==> config.mk <==
export PLATFORM = sky130hd
export DESIGN_NAME = poll_scheduler_with_backoff_core_flat
export DESIGN_NICKNAME = d
export VERILOG_FILES = /design/src/hdl/psb_pkg.sv /design/src/hdl/psb_if.sv /design/src/hdl/psb_ctrl.sv /design/src/hdl/psb_datapath.sv /design/src/hdl/poll_scheduler_with_backoff_core.sv /design/src/flat_wrapper.sv
export SDC_FILE = /design/constraint.sdc
export NUM_CORES = 2
export LEC_CHECK = 0
export BUFFER_PORTS_ARGS = -buffer_cell sky130_fd_sc_hd__buf_2
export CORE_MARGIN = 8
export CORE_UTILIZATION = 40
export CTS_CLUSTER_DIAMETER = 80
export DETAILED_ROUTE_END_ITERATION = 7
export GPL_TIMING_DRIVEN = 0
export SKIP_CTS_REPAIR_TIMING = 1
export SLEW_MARGIN = 20
export SYNTH_ARGS = -nofsm -noshare
export SYNTH_HDL_FRONTEND = slang
export SYNTH_HIERARCHICAL = 1
export SYNTH_SLANG_ARGS = --single-unit
export TNS_END_PERCENT = 30
==> constraint.sdc <==
create_clock -name clk -period 13.04 [get_ports clk]
set_input_delay 2.608 -clock clk [delete_from_list [all_inputs] [get_ports clk]]
set_output_delay 2.608 -clock clk [all_outputs]
set_load 0.02 [all_outputs]
==> src/hdl/psb_pkg.sv <==
// ----------------------------------------------------------------------------
// psb_pkg
// Types and constants shared by the poll scheduler controller and datapath.
// ----------------------------------------------------------------------------
package psb_pkg;

  localparam int NUM_FEEDS    = 7;
  localparam int FEED_W       = 3;
  localparam int TIME_W       = 32;
  localparam int BASE_W       = 25;
  localparam int SCALE_W      = 8;
  localparam int CP_INTV_W    = 22;
  localparam int FAIL_W       = 4;
  localparam int SHIFT_W      = 3;
  localparam int CFG_IDX_W    = 2;
  localparam int CFG_DATA_W   = 22;

  localparam logic [FEED_W-1:0]  CMDPOST_FEED    = 3'd6;
  localparam logic [FEED_W-1:0]  LAST_FEED       = 3'd6;
  localparam logic [SCALE_W-1:0] SCALE_MIN       = 8'd16;
  localparam logic [SCALE_W-1:0] SCALE_MAX       = 8'd128;
  localparam logic [FAIL_W-1:0]  FAIL_MAX        = 4'd15;
  localparam logic [SHIFT_W-1:0] MAX_SHIFT       = 3'd5;
  localparam logic [TIME_W-1:0]  BACKOFF_CAP_MS  = 32'd600000;
  localparam logic [CP_INTV_W-1:0] CP_INTV_RESET = 22'd60000;

  typedef enum logic [1:0] {
    OP_POLL     = 2'd0,
    OP_COMPLETE = 2'd1,
    OP_RESTART  = 2'd2
  } psb_op_t;

  typedef enum logic [CFG_IDX_W-1:0] {
    REG_SCALE   = 2'd0,
    REG_CP_INTV = 2'd1,
    REG_CP_EN   = 2'd2
  } psb_reg_t;

  typedef enum logic [2:0] {
    ST_IDLE,
    ST_SCAN,
    ST_FINISH,
    ST_RESTART,
    ST_COMPLETE
  } psb_state_t;

  // base intervals at scale one; the command-post entry is its reset value
  localparam logic [BASE_W-1:0] BASE_MS [NUM_FEEDS] = '{
    25'd30000, 25'd60000, 25'd300000, 25'd300000,
    25'd1800000, 25'd21600000, 25'd60000
  };

  // first due offsets after restart: 400 ms apart, 300 ms in
  localparam logic [11:0] STAGGER_MS [NUM_FEEDS] = '{
    12'd300, 12'd700, 12'd1100, 12'd1500, 12'd1900, 12'd2300, 12'd2700
  };

  typedef struct packed {
    logic latch;
    logic scan;
    logic restart;
    logic complete;
    logic rearm;
    logic push;
  } psb_cmd_t;

  typedef struct packed {
    psb_op_t in_op;
    logic    flight;
    logic    last;
    logic    found;
    logic    inert;
    logic    out_free;
  } psb_stat_t;

endpackage

==> src/hdl/psb_if.sv <==
// ----------------------------------------------------------------------------
// psb_if
// Valid/ready channels of the poll scheduler: request items and dispatches.
// ----------------------------------------------------------------------------
interface psb_req_if;
  logic        valid;
  logic        ready;
  logic [1:0]  command;
  logic [31:0] now_ms;
  logic [2:0]  feed_index;
  logic        fetch_ok;

  modport source (output valid, command, now_ms, feed_index, fetch_ok, input ready);
  modport sink   (input valid, command, now_ms, feed_index, fetch_ok, output ready);
endinterface

interface psb_disp_if;
  logic       valid;
  logic       ready;
  logic [2:0] dispatch_feed;

  modport source (output valid, dispatch_feed, input ready);
  modport sink   (input valid, dispatch_feed, output ready);
endinterface

==> src/hdl/psb_ctrl.sv <==
// ----------------------------------------------------------------------------
// psb_ctrl
// Sequencer: accepts an item, then steps the datapath through scan, restart
// or completion.
// ----------------------------------------------------------------------------
module psb_ctrl (
  input  logic              clk,
  input  logic              rst,
  input  logic              in_valid,
  output logic              in_ready,
  input  psb_pkg::psb_stat_t stat,
  output psb_pkg::psb_cmd_t  cmd
);
  import psb_pkg::*;

  psb_state_t state, state_next;
  logic       accept;

  assign accept = in_valid && in_ready;

  always_ff @(posedge clk) begin
    if (rst) begin
      state <= ST_IDLE;
    end else begin
      state <= state_next;
    end
  end

  always_comb begin
    state_next = state;
    cmd        = '0;
    in_ready   = 1'b0;
    unique case (state)
      ST_IDLE: begin
        in_ready = 1'b1;
        if (in_valid) begin
          cmd.latch = 1'b1;
          unique case (stat.in_op)
            OP_RESTART:  state_next = ST_RESTART;
            OP_COMPLETE: state_next = ST_COMPLETE;
            OP_POLL:     state_next = stat.flight ? ST_IDLE : ST_SCAN;
            default:     state_next = ST_IDLE;
          endcase
        end
      end
      ST_SCAN: begin
        cmd.scan = 1'b1;
        if (stat.last) state_next = ST_FINISH;
      end
      ST_FINISH: begin
        if (!stat.found) begin
          state_next = ST_IDLE;
        end else if (stat.inert) begin
          cmd.rearm  = 1'b1;
          state_next = ST_IDLE;
        end else if (stat.out_free) begin
          cmd.push   = 1'b1;
          state_next = ST_IDLE;
        end
      end
      ST_RESTART: begin
        cmd.restart = 1'b1;
        if (stat.last) state_next = ST_IDLE;
      end
      ST_COMPLETE: begin
        cmd.complete = 1'b1;
        state_next   = ST_IDLE;
      end
      default: state_next = ST_IDLE;
    endcase
  end

  a_poll_starts_scan: assert property (@(posedge clk) disable iff (rst)
    (accept && stat.in_op == OP_POLL && !stat.flight) |=> state == ST_SCAN)
    else $error("poll with gate open did not start a scan");

  a_scan_runs_on: assert property (@(posedge clk) disable iff (rst)
    (state == ST_SCAN && !stat.last) |=> state == ST_SCAN)
    else $error("scan left early");

  a_push_needs_found: assert property (@(posedge clk) disable iff (rst)
    cmd.push |-> (stat.found && !stat.inert))
    else $error("dispatch without a due feed");

endmodule

==> src/hdl/psb_datapath.sv <==
// ----------------------------------------------------------------------------
// psb_datapath
// Per-feed due times, intervals and fail counts, the earliest-due search,
// interval scaling, backoff and the output register.
// ----------------------------------------------------------------------------
module psb_datapath (
  input  logic               clk,
  input  logic               rst,
  input  logic [1:0]         command,
  input  logic [31:0]        now_ms,
  input  logic [2:0]         feed_index,
  input  logic               fetch_ok,
  input  logic               cfg_we,
  input  logic [1:0]         cfg_index,
  input  logic [21:0]        cfg_data,
  output logic               out_valid,
  input  logic               out_ready,
  output logic [2:0]         dispatch_feed,
  input  psb_pkg::psb_cmd_t  cmd,
  output psb_pkg::psb_stat_t stat
);
  import psb_pkg::*;

  logic [TIME_W-1:0]    due  [NUM_FEEDS];
  logic [TIME_W-1:0]    intv [NUM_FEEDS];
  logic [FAIL_W-1:0]    fails[NUM_FEEDS];
  logic                 flight;

  logic [SCALE_W-1:0]   cfg_scale;
  logic [CP_INTV_W-1:0] cfg_cp_intv;
  logic                 cfg_cp_en;

  logic [TIME_W-1:0]    now_r;
  logic [FEED_W-1:0]    idx_r;
  logic                 ok_r;
  logic [FEED_W-1:0]    slot;
  logic [FEED_W-1:0]    best;
  logic [TIME_W-1:0]    best_due;
  logic                 found;

  logic [FEED_W-1:0]    rd_idx;
  logic [TIME_W-1:0]    due_rd;
  logic [TIME_W-1:0]    intv_rd;
  logic [FAIL_W-1:0]    fails_rd;
  logic [TIME_W-1:0]    age;
  logic [TIME_W-1:0]    lead;
  logic                 is_due;
  logic                 better;
  logic [SCALE_W-1:0]   scale;
  logic [BASE_W-1:0]    base_sel;
  logic [BASE_W+SCALE_W-1:0] prod;
  logic [FAIL_W-1:0]    fails_inc;
  logic [SHIFT_W-1:0]   shift;
  logic [TIME_W+4:0]    backoff_w;
  logic [TIME_W-1:0]    backoff;
  logic                 idx_ok;

  assign rd_idx   = cmd.complete ? idx_r : slot;
  assign due_rd   = due[rd_idx];
  assign intv_rd  = intv[rd_idx];
  assign fails_rd = fails[rd_idx];

  assign age    = now_r - due_rd;
  assign lead   = due_rd - best_due;
  assign is_due = !age[TIME_W-1];
  assign better = !found || lead[TIME_W-1];

  always_comb begin
    if (cfg_scale < SCALE_MIN)      scale = SCALE_MIN;
    else if (cfg_scale > SCALE_MAX) scale = SCALE_MAX;
    else                            scale = cfg_scale;
  end

  assign base_sel = (slot == CMDPOST_FEED) ? BASE_W'(cfg_cp_intv) : BASE_MS[slot];
  assign prod     = base_sel * scale;

  assign fails_inc = (fails_rd == FAIL_MAX) ? FAIL_MAX : fails_rd + 4'd1;
  assign shift     = (fails_inc > FAIL_W'(MAX_SHIFT)) ? MAX_SHIFT : fails_inc[SHIFT_W-1:0];
  assign backoff_w = {5'd0, intv_rd} << shift;
  assign backoff   = (backoff_w > (TIME_W+5)'(BACKOFF_CAP_MS)) ? BACKOFF_CAP_MS
                                                               : backoff_w[TIME_W-1:0];
  assign idx_ok    = (idx_r != 3'(NUM_FEEDS));

  // configuration
  always_ff @(posedge clk) begin
    if (rst) begin
      cfg_scale   <= SCALE_MIN;
      cfg_cp_intv <= CP_INTV_RESET;
      cfg_cp_en   <= 1'b1;
    end else if (cfg_we) begin
      unique case (cfg_index)
        REG_SCALE:   cfg_scale   <= cfg_data[SCALE_W-1:0];
        REG_CP_INTV: cfg_cp_intv <= cfg_data;
        REG_CP_EN:   cfg_cp_en   <= cfg_data[0];
        default: ;
      endcase
    end
  end

  // item capture and search state
  always_ff @(posedge clk) begin
    if (cmd.latch) begin
      now_r <= now_ms;
      idx_r <= feed_index;
      ok_r  <= fetch_ok;
    end
    if (cmd.scan && is_due && better) best_due <= due_rd;
  end

  always_ff @(posedge clk) begin
    if (rst) begin
      slot  <= '0;
      best  <= '0;
      found <= 1'b0;
    end else if (cmd.latch) begin
      slot  <= '0;
      found <= 1'b0;
    end else if (cmd.scan || cmd.restart) begin
      slot <= slot + 3'd1;
      if (cmd.scan && is_due && better) begin
        found <= 1'b1;
        best  <= slot;
      end
    end
  end

  // per-feed tables
  always_ff @(posedge clk) begin
    if (rst) begin
      for (int i = 0; i < NUM_FEEDS; i++) begin
        due[i]   <= '0;
        intv[i]  <= TIME_W'(BASE_MS[i]);
        fails[i] <= '0;
      end
    end else if (cmd.restart) begin
      due[slot]   <= now_r + TIME_W'(STAGGER_MS[slot]);
      intv[slot]  <= TIME_W'(prod >> 4);
      fails[slot] <= '0;
    end else if (cmd.complete && idx_ok) begin
      if (ok_r) begin
        fails[idx_r] <= '0;
        due[idx_r]   <= now_r + intv_rd;
      end else begin
        fails[idx_r] <= fails_inc;
        due[idx_r]   <= now_r + backoff;
      end
    end else if (cmd.rearm) begin
      due[CMDPOST_FEED] <= now_r + intv[CMDPOST_FEED];
    end
  end

  // gate and output register
  always_ff @(posedge clk) begin
    if (rst) begin
      flight    <= 1'b0;
      out_valid <= 1'b0;
    end else begin
      if (cmd.push)          flight <= 1'b1;
      else if (cmd.complete) flight <= 1'b0;
      if (cmd.push)          out_valid <= 1'b1;
      else if (out_ready)    out_valid <= 1'b0;
    end
  end

  always_ff @(posedge clk) begin
    if (cmd.push) dispatch_feed <= best;
  end

  always_comb begin
    stat.in_op    = psb_op_t'(command);
    stat.flight   = flight;
    stat.last     = (slot == LAST_FEED);
    stat.found    = found;
    stat.inert    = (best == CMDPOST_FEED) && !cfg_cp_en;
    stat.out_free = !out_valid || out_ready;
  end

  a_push_free: assert property (@(posedge clk) disable iff (rst)
    cmd.push |-> (!out_valid || out_ready))
    else $error("result overwritten before it was taken");

  a_flight_from_push: assert property (@(posedge clk) disable iff (rst)
    $rose(flight) |-> $past(cmd.push))
    else $error("gate closed without a dispatch");

  a_result_gates: assert property (@(posedge clk) disable iff (rst)
    $rose(out_valid) |-> flight)
    else $error("dispatch shown with gate open");

endmodule

==> src/hdl/poll_scheduler_with_backoff_core.sv <==
// ----------------------------------------------------------------------------
// poll_scheduler_with_backoff_core
// Earliest-due scheduler for seven feeds with one fetch in flight and
// exponential backoff on failure.
//
// Items arrive on the poll channel: command 0 polls, 1 reports a completed
// fetch (feed_index, fetch_ok), 2 restarts with scaled intervals and staggered
// due times. A poll that finds a due feed while no fetch is in flight puts the
// feed index on the dispatch channel, except a disabled command-post feed,
// which is only re-armed; all other items give no result.
// A poll with the gate open searches every feed, then decides, waiting while
// the dispatch register is full; a restart does one interval multiply per
// feed in a shared unit. Completions and gate-closed polls run no search.
// A dispatch is registered after the search and decision states. The dispatch
// register holds a result until taken; only a further dispatch waits for it.
// Scale and command-post interval writes (cfg_we/cfg_index/cfg_data) take
// effect at the next restart, the command-post enable at once. Reset gives the
// base intervals at scale one, all due times zero and the gate open.
// ----------------------------------------------------------------------------
module poll_scheduler_with_backoff_core (
  input  logic         clk,
  input  logic         rst,
  psb_req_if.sink      poll,
  psb_disp_if.source   dispatch,
  input  logic         cfg_we,
  input  logic [1:0]   cfg_index,
  input  logic [21:0]  cfg_data
);
  import psb_pkg::*;

  psb_cmd_t  cmd;
  psb_stat_t stat;

  psb_ctrl u_ctrl (
    .clk      (clk),
    .rst      (rst),
    .in_valid (poll.valid),
    .in_ready (poll.ready),
    .stat     (stat),
    .cmd      (cmd)
  );

  psb_datapath u_datapath (
    .clk           (clk),
    .rst           (rst),
    .command       (poll.command),
    .now_ms        (poll.now_ms),
    .feed_index    (poll.feed_index),
    .fetch_ok      (poll.fetch_ok),
    .cfg_we        (cfg_we),
    .cfg_index     (cfg_index),
    .cfg_data      (cfg_data),
    .out_valid     (dispatch.valid),
    .out_ready     (dispatch.ready),
    .dispatch_feed (dispatch.dispatch_feed),
    .cmd           (cmd),
    .stat          (stat)
  );

endmodule
==> src/flat_wrapper.sv <==
// flat-port wrapper written by rule: the top's interface ports become plain ports
module poll_scheduler_with_backoff_core_flat import psb_pkg::*;
  (clk, rst, cfg_we, cfg_index, cfg_data, poll_valid, poll_command, poll_now_ms, poll_feed_index, poll_fetch_ok, poll_ready, dispatch_valid, dispatch_dispatch_feed, dispatch_ready);
  psb_req_if poll_i ();
  psb_disp_if dispatch_i ();
  input  logic clk;
  input  logic rst;
  input  logic cfg_we;
  input  logic [1:0] cfg_index;
  input  logic [21:0] cfg_data;
  input wire logic [$bits(poll_i.valid)-1:0] poll_valid;
  input wire logic [$bits(poll_i.command)-1:0] poll_command;
  input wire logic [$bits(poll_i.now_ms)-1:0] poll_now_ms;
  input wire logic [$bits(poll_i.feed_index)-1:0] poll_feed_index;
  input wire logic [$bits(poll_i.fetch_ok)-1:0] poll_fetch_ok;
  output wire logic [$bits(poll_i.ready)-1:0] poll_ready;
  output wire logic [$bits(dispatch_i.valid)-1:0] dispatch_valid;
  output wire logic [$bits(dispatch_i.dispatch_feed)-1:0] dispatch_dispatch_feed;
  input wire logic [$bits(dispatch_i.ready)-1:0] dispatch_ready;
  assign poll_i.valid = poll_valid;
  assign poll_i.command = poll_command;
  assign poll_i.now_ms = poll_now_ms;
  assign poll_i.feed_index = poll_feed_index;
  assign poll_i.fetch_ok = poll_fetch_ok;
  assign poll_ready = poll_i.ready;
  assign dispatch_valid = dispatch_i.valid;
  assign dispatch_dispatch_feed = dispatch_i.dispatch_feed;
  assign dispatch_i.ready = dispatch_ready;
  poll_scheduler_with_backoff_core u_core (.clk(clk), .rst(rst), .poll(poll_i), .dispatch(dispatch_i), .cfg_we(cfg_we), .cfg_index(cfg_index), .cfg_data(cfg_data));
endmodule
==> qor.yml <==
timing:
  period_needed_ns: 11.21
  rsz0062_at_grt: "no"
  fmax_mhz: 89.2
  hold_violations: 0
  finalCritPeriodShare: 0.860
  fin_skew_ns: 0.0223
  setup_viol: 0
  slew_viol_final: 0
  maxSlewHeadroom: 0.216
  worstMarginPinSlew_ns: 1.18
  setup_tns_ns: 0
global_routing:
  grt_pass1_wl_um: 189000
  grt_pass1_vias: 28900
  grt_overflow: 0
  antenna_found_initial: 2
  grt_util_all_layers: 0.235
  grt_max_degree: 41
synth:
  synth-seq-cells: 634
  synthArstFlopShare: 0
  synthFlopType: "edfxtp_1"
  synth_edf_count: 558
  yosys.cell_count.top_type: "edfxtp_1"
  synth-warning-count: 6
  syn_inst: 3552
  yosysSeqAreaShare: 0.468
  synth_top_area_frac: 0.429
  synth_common_cells: "edfxtp_1, nor2_1, nand2_1"
  syn_avg_cell_area_um2: 11.0
  synth_top_cell_by_area: "edfxtp_1"
  syn-cell-area_mm2: 0.0390
  synth.area.top_cells: "edfxtp_1, fa_1, mux4_2"
  synth.distinct_cells: 93
final_layout:
  fin_cells: 5060
  fin_nets: 4120
  postLayoutCellArea_mm2: 0.0439
  area_delta_synth_final_pct: 12.5
  drive_above_1_share: 0.114
  fillers: 9039
  diodes: 0
detailed_routing:
  dr.pass1.iters: 8
  vias_per_cell: 5.76
  wl_per_cell_um: 25.5
  drt_iter0_markers: 2911
  wirelength_um: 129000
  num_vias: 29200
  ant_nets: 0
  remaining_drc_errors: 0
worst_hold_path:
  worstHoldEndpoint: "u_core/u_datapath/cfg_cp_intv[17]$_SDFFE_PP0P_"
  hold_class: "reg2reg"
  hold_path_startpoint: "u_core/u_datapath/cfg_cp_intv[17]$_SDFFE_PP0P_"
  hold_depth: 2
placed_design:
  placed_cells: 4927
  port_buffers: 69
  place_congestion: 0.964
  postPlaceCellArea_mm2: 0.0415
  place_hpwl_um: 98700
flow_run:
  drv_cap: 0
power_and_ir_drop:
  p_per_area_mw_per_mm2: 120
  ir_drop_v: 0.0000769
  p_leak_nw: 17.5
worst_setup_path:
  start_kind: "register"
  crit_slowest_cell: "nor3b_1"
  r2r_start: "u_core/u_ctrl/state[2]$_SDFFE_PP0P_"
  r2r_end: "u_core/u_datapath/due[6][29]$_DFFE_PP_"
  cp-end-kind: "register"
  cp.arrival_ns: 11.52
  cpPeakStageDelay_ns: 0.75
  r2r_setup_slack_ns: 1.83
  crit_required_ns: 13.35
  cp_max_fo: 10
  crit_type: "reg2reg"
  reg2regPathDepth: 29
floorplan:
  fp.dieArea_mm2: 0.108
  num_rows: 114
  ios: 72
  start_util: 0.404
  die_w_um: 328
  core_mm2: 0.0967
  dieHeight_um: 328
cts:
  cts_root_buf: "clkbuf_16"
  cts_inserted_buffers: 73
  clk_latency_ns: 0.63
  cts_buffer_depth: 3
  clk_pin_slew_ns: 0.06
  clock_sinks: 634
  htree_levels: 3
  cts_tree: "built"
status:
  outcome: "finished clean"
-- metrics by stage --
stage	setup WS [ns]	hold WS [ns]	util	power, mW
after floorplan	5.00	0.421	-	2.93
after global placement	-0.339	0.453	0.424	3.20
after detailed placement	2.18	0.470	0.429	3.22
after CTS	2.12	0.479	0.454	5.30
after global routing	1.34	0.497	0.454	5.45
final	1.83	0.476	0.454	5.27
-- flip-flops by register name, summed over array words and instances (netlist names) --
register / cells
u_core/u_datapath/due: 256
u_core/u_datapath/intv: 232
u_core/u_datapath/best_due: 32
u_core/u_datapath/fails: 32
u_core/u_datapath/now_r: 32
u_core/u_datapath/cfg_cp_intv: 22
u_core/u_datapath/cfg_scale: 8
u_core/u_ctrl/state: 3
u_core/u_datapath/best: 3
u_core/u_datapath/dispatch_feed: 3
u_core/u_datapath/idx_r: 3
u_core/u_datapath/slot: 3
u_core/u_datapath/cfg_cp_en: 1
u_core/u_datapath/flight: 1
u_core/u_datapath/found: 1
u_core/u_datapath/ok_r: 1
u_core/u_datapath/out_valid: 1
-- per-layer routing --
metal / vias to the layer above / global-route usage / share of wire
li1: 13100 / - / -
met1: 14400 / 0.301 / 0.39
met2: 1367 / 0.396 / 0.48
met3: 295 / 0.0360 / 0.082
met4: 0 / 0.0971 / 0.046
met5: - / 0 / 0
-- placed cells by master (no fill, tap or decap), types with 89 or more instances in the layout --
master,Yosys,routed
buf_2,18,89
a21oi_1,140,140
edfxtp_1,558,558
clkbuf_1,112,118
inv_1,249,248
o21ai_0,97,97
mux2i_1,108,108
ha_1,194,194
mux4_2,110,110
fa_1,133,133
nand2_1,413,403
nor2_1,534,534
-- worst max path at each step --
stage                                              from                                  endpoint  cells after the start
global route        u_core/u_ctrl/state[2]$_SDFFE_PP0P_    u_core/u_datapath/due[6][29]$_DFFE_PP_                     30
CTS                 u_core/u_ctrl/state[2]$_SDFFE_PP0P_    u_core/u_datapath/due[6][29]$_DFFE_PP_                     29
finish              u_core/u_ctrl/state[2]$_SDFFE_PP0P_    u_core/u_datapath/due[6][29]$_DFFE_PP_                     29
detailed placement  u_core/u_ctrl/state[2]$_SDFFE_PP0P_    u_core/u_datapath/due[6][29]$_DFFE_PP_                     29
global placement    u_core/u_ctrl/state[2]$_SDFFE_PP0P_  u_core/u_datapath/best_due[10]$_DFFE_PP_                     21
floorplan           u_core/u_ctrl/state[2]$_SDFFE_PP0P_   u_core/u_datapath/best_due[0]$_DFFE_PP_                     19
-- report_power, final --
| part | total, mW | internal (mW) | switching, mW |
|---|---|---|---|
| Sequential | 2.32 | 2.27 | 0.0523 |
| Combinational | 0.863 | 0.327 | 0.536 |
| Clock | 2.09 | 1.24 | 0.842 |
| Total | 5.27 | 3.84 | 1.43 |
-- critical path, delay by kind of cell (launching register included) --
family | cells | cell delay, ns
xor gates and xnor gates | 1 | 0.14
buffers and inverters | 4 | 1.53
and+or+nand+nor | 5 | 1.57
adders and majority gates | 2 | 0.76
muxes | 3 | 1.71
AOI/OAI and AO/OA | 14 | 4.71
DFF | 1 | 0.45
-- layout make-up --
class | count | area, um2 | share of cell area
Timing Repair Buffer | 98 | 769 | 0.0175
Inverter | 251 | 945 | 0.0215
Clock inverter | 45 | 410 | 0.00934
Clock buffer | 88 | 2020 | 0.0460
Multi-Input combinational cell | 2503 | 19200 | 0.437
Buffer | 165 | 729 | 0.0166
Tap cell | 1276 | 1600 | 0.0363
Sequential cell | 634 | 18300 | 0.416
-- logic make-up after synthesis --
group                      synth area share
AOI/OAI and AO/OA                    0.0970
xor gates and xnor gates             0.0229
adders and majority gates             0.130
buffers and inverters                0.0427
DFF                                   0.468
muxes                                0.0971
other                             0.0000960
and+or+nand+nor                       0.142
(Power assumes the default switching activity.)
